--- src/rtl/hash_join_build_probe_unit_defines.svh ---
// Assertion macros used by the hash join RTL.
`ifndef HASH_JOIN_BUILD_PROBE_UNIT_DEFINES_SVH
`define HASH_JOIN_BUILD_PROBE_UNIT_DEFINES_SVH

// Same-cycle implication, checked out of reset.
`define HJB_ASSERT_IMP(lbl, ante, cons) \
  lbl: assert property (@(posedge clk) disable iff (!rst_n) (ante) |-> (cons)) \
    else $error("hjb assertion failed");

// Next-cycle implication, checked out of reset.
`define HJB_ASSERT_NEXT(lbl, ante, cons) \
  lbl: assert property (@(posedge clk) disable iff (!rst_n) (ante) |=> (cons)) \
    else $error("hjb assertion failed");

`endif

--- src/rtl/hjb_ram.sv ---
// Generic simple dual-port RAM with registered read.
module hjb_ram #(
  parameter int unsigned WIDTH = 8,
  parameter int unsigned DEPTH = 16
) (
  input  logic                     clk,
  input  logic                     we,
  input  logic [$clog2(DEPTH)-1:0] waddr,
  input  logic [WIDTH-1:0]         wdata,
  input  logic [$clog2(DEPTH)-1:0] raddr,
  output logic [WIDTH-1:0]         rdata
);

  logic [WIDTH-1:0] mem [DEPTH];
  logic [WIDTH-1:0] rdata_r;

  // write port
  always_ff @(posedge clk) begin
    if (we) begin
      mem[waddr] <= wdata;
    end
  end

  // read port, registered
  always_ff @(posedge clk) begin
    rdata_r <= mem[raddr];
  end

  assign rdata = rdata_r;

endmodule

--- config.mk ---
export PLATFORM = sky130hd
export DESIGN_NAME = hjb_ram
export DESIGN_NICKNAME = d
export VERILOG_FILES = /design/src/rtl/hash_join_build_probe_unit_defines.svh /design/src/rtl/hjb_ram.sv
export SDC_FILE = /design/constraint.sdc
export NUM_CORES = 1
export LEC_CHECK = 0
export ABC_AREA = 0
export CELL_PAD_IN_SITES_DETAIL_PLACEMENT = 0
export CELL_PAD_IN_SITES_GLOBAL_PLACEMENT = 1
export CORE_ASPECT_RATIO = 0.75
export CORE_MARGIN = 4
export CORE_UTILIZATION = 59
export CTS_BUF_LIST = sky130_fd_sc_hd__clkbuf_4 sky130_fd_sc_hd__clkbuf_8 sky130_fd_sc_hd__clkbuf_16
export CTS_CLUSTER_DIAMETER = 120
export DETAILED_ROUTE_END_ITERATION = 10
export DONT_BUFFER_PORTS = 1
export PLACE_DENSITY = 0.84
export SLEW_MARGIN = 30
export SYNTH_ARGS = -nofsm -noshare
export SYNTH_HDL_FRONTEND = slang
export SYNTH_SLANG_ARGS = --single-unit
--- constraint.sdc ---
create_clock -name clk -period 6.2 [get_ports clk]
set_clock_uncertainty 0.15 [all_clocks]
set_input_delay 1.86 -clock clk [delete_from_list [all_inputs] [get_ports clk]]
set_output_delay 1.86 -clock clk [all_outputs]
set_load 0.01 [all_outputs]
==> results.yml <==
synth:
  yosys-top-cells-area: "edfxtp_1 75%, mux4_2 7.9%, mux4_1 7.1%"
  syn_nets: 247
  synth_area_per_cell_um2: 22.5
  yosysTopAreaCell: "edfxtp_1"
  synthTopCellsByCount: "128 x edfxtp_1, 18 x mux4_2, 16 x a22oi_1"
  ys_seq_area_frac: 0.778
  synth_seq_cells: 136
  yosysWarnings: 0
  syn-instance-count: 229
  synth-edff-count: 128
  async_reset_ff_frac: 0
  synth_cell_type_count: 19
  synthFlopType: "edfxtp_1"
  syn_area_um2: 5150
  synthMostInstantiatedCell: "edfxtp_1"
  synth_top_area_share: 0.747
sta:
  fin_crit_sh: 0.499
  setup_ws_ns: 3.11
  rsz0062_at_grt: "false"
  worst_pin_slew_ns: 0.857
  fin_crit_ns: 3.09
  finalMaxSlewViolations: 0
  timing.final.hold_violations: 0
  slew_headroom: 0.426
  max_freq_ghz: 0.323
  setup_viol: 0
  finalSetupTns_ns: 0
grt:
  overflow: 0
  antenna_found_initial: 0
  grt_pass1_wl_um: 14600
  grt_pass1_vias: 2400
  grt_max_degree: 33
  grt_use_total: 0.213
worst_setup_path:
  worstPathArrival_ns: 2.98
  worstPathCellList: "or3b_2, nor2_1"
  end_kind: "register"
  critPathMaxStageDelay_ns: 0.61
  critPathBufInv: 0
  cp_top_family: "simple AND/OR/NAND/NOR gates"
  start_kind: "primary input"
  critPathKind: "in -> reg"
  rr_worst_depth: 3
  crit_fanout: 8
  cp_slowest_cell: "nor2_1"
  critPathRequiredTime_ns: 6.09
  crit_cells: 2
routing:
  remaining_drc_errors: 0
  totalWireLength_um: 9660
  first_pass_iters: 4
  vias: 2317
  via_per_inst: 6.47
  wire_per_inst_um: 27.0
  antenna_left: 0
  drtIter0Drc: 238
layout:
  drive_gt1_frac: 0.200
  areaGrowthSynthToFinish_pct: 12.9
  layout.nets: 256
  fill_cells: 535
  diodes: 0
  final-instance-count-excl-fill: 358
floorplan:
  die_area_um2: 10300
  initial_core_util: 0.606
  die_h_um: 88.9
  core-area_um2: 8490
  die_w_um: 116
  ios: 26
  row_count: 29
min_path:
  hold_path_depth: 3
  hp-class: "reg -> reg"
pwr:
  power_w: 0.00210
  p_leak_nw: 1.89
  ir_drop_mv: 0.274
  power.density_nw_per_um2: 362
clock_tree:
  cts-htree-levels: 4
  post_cts_buffers: 0
  path_clk_slew_ns: 0.05
  cts_sinks: 136
  root_buffer: "clkbuf_16"
  cts_tree: "done"
  cts_buffer_depth: 2
  cts_buffers: 17
  hold_buffers: 0
  clock_latency_ns: 0.42
  cts_resized: 0
placement:
  portBuffers: 0
  place_inst: 327
  dp_hpwl_um: 5930
  gp_congestion: 0.721
  pre_cts_ws_ns: 2.34
job:
  maxCapViolations: 0
outcome:
  status: "finished clean"
[through the flow]
| stage | util | instance area, um2 | hold slack [ns] |
|---|---|---|---|
| after floorplan | - | 5150 | 0.479 |
| after global placement | 0.612 | 5200 | 0.489 |
| after detailed placement | 0.613 | 5210 | 0.501 |
| after CTS | 0.683 | 5800 | 0.514 |
| after global routing | 0.684 | 5810 | 0.563 |
| final | 0.684 | 5810 | 0.513 |
[path summary, 6_finish.rpt]
check / start / end / slack (ns)
worst max-delay path: waddr[2] / mem[3][3]$_DFFE_PP_ / 3.11
worst min-delay path: mem[7][3]$_DFFE_PP_ / rdata[3]$_DFF_P_ / 0.51
worst max register to register: mem[2][5]$_DFFE_PP_ / rdata[5]$_DFF_P_ / 4.63
worst min register to register: mem[7][3]$_DFFE_PP_ / rdata[3]$_DFF_P_ / 0.51
[report_power, final]
part	switching [W]	internal (W)
combinational	0.0000264	0.0000293
clock	0.000347	0.000664
sequential	0.00000879	0.00103
total	0.000382	0.00172
[cell type report]
| class | count | area (um2) | area share |
|---|---|---|---|
| flip-flops and latches | 136 | 4000 | 0.689 |
| multi-input cells | 83 | 1080 | 0.185 |
| clock buffers | 18 | 433 | 0.0745 |
| clock inverters | 13 | 160 | 0.0276 |
| well taps | 108 | 135 | 0.0233 |
[cells by family after synthesis]
group                  Yosys count  share of synthesized area
AOI/OAI and AO/OA               16                     0.0233
and+or+nand+nor                 35                     0.0318
DFF                            136                      0.778
buffers and inverters           10                     0.0168
muxes                           32                      0.150
[cell usage in the layout, fill, tap and decap left out]
master,count
dfxtp_1,8
nand2_1,9
a22oi_1,16
nor2b_1,1
bufinv_16,4
edfxtp_1,128
nand3_1,1
mux4_1,14
nand2b_1,2
nor2_1,13
clkbuf_4,1
nor3_2,4
and2b_1,1
mux4_2,18
clkinv_1,4
clkbuf_16,17
or3b_2,1
nand3b_1,2
clkinv_2,5
and2_1,1
[sequential cells by signal (all words and copies together), names as in the netlist]
signal  count
mem       128
rdata       8
[metal layers]
metal / up-vias / GRT usage / wire length (um)
met1: 1198 / 0.314 / 4230
met4: 0 / 0.0927 / 158
met3: 15 / 0.0636 / 895
met5: - / 0 / 0
met2: 112 / 0.300 / 4370
li1: 992 / - / -
Power figures use the tool's default switching activity.
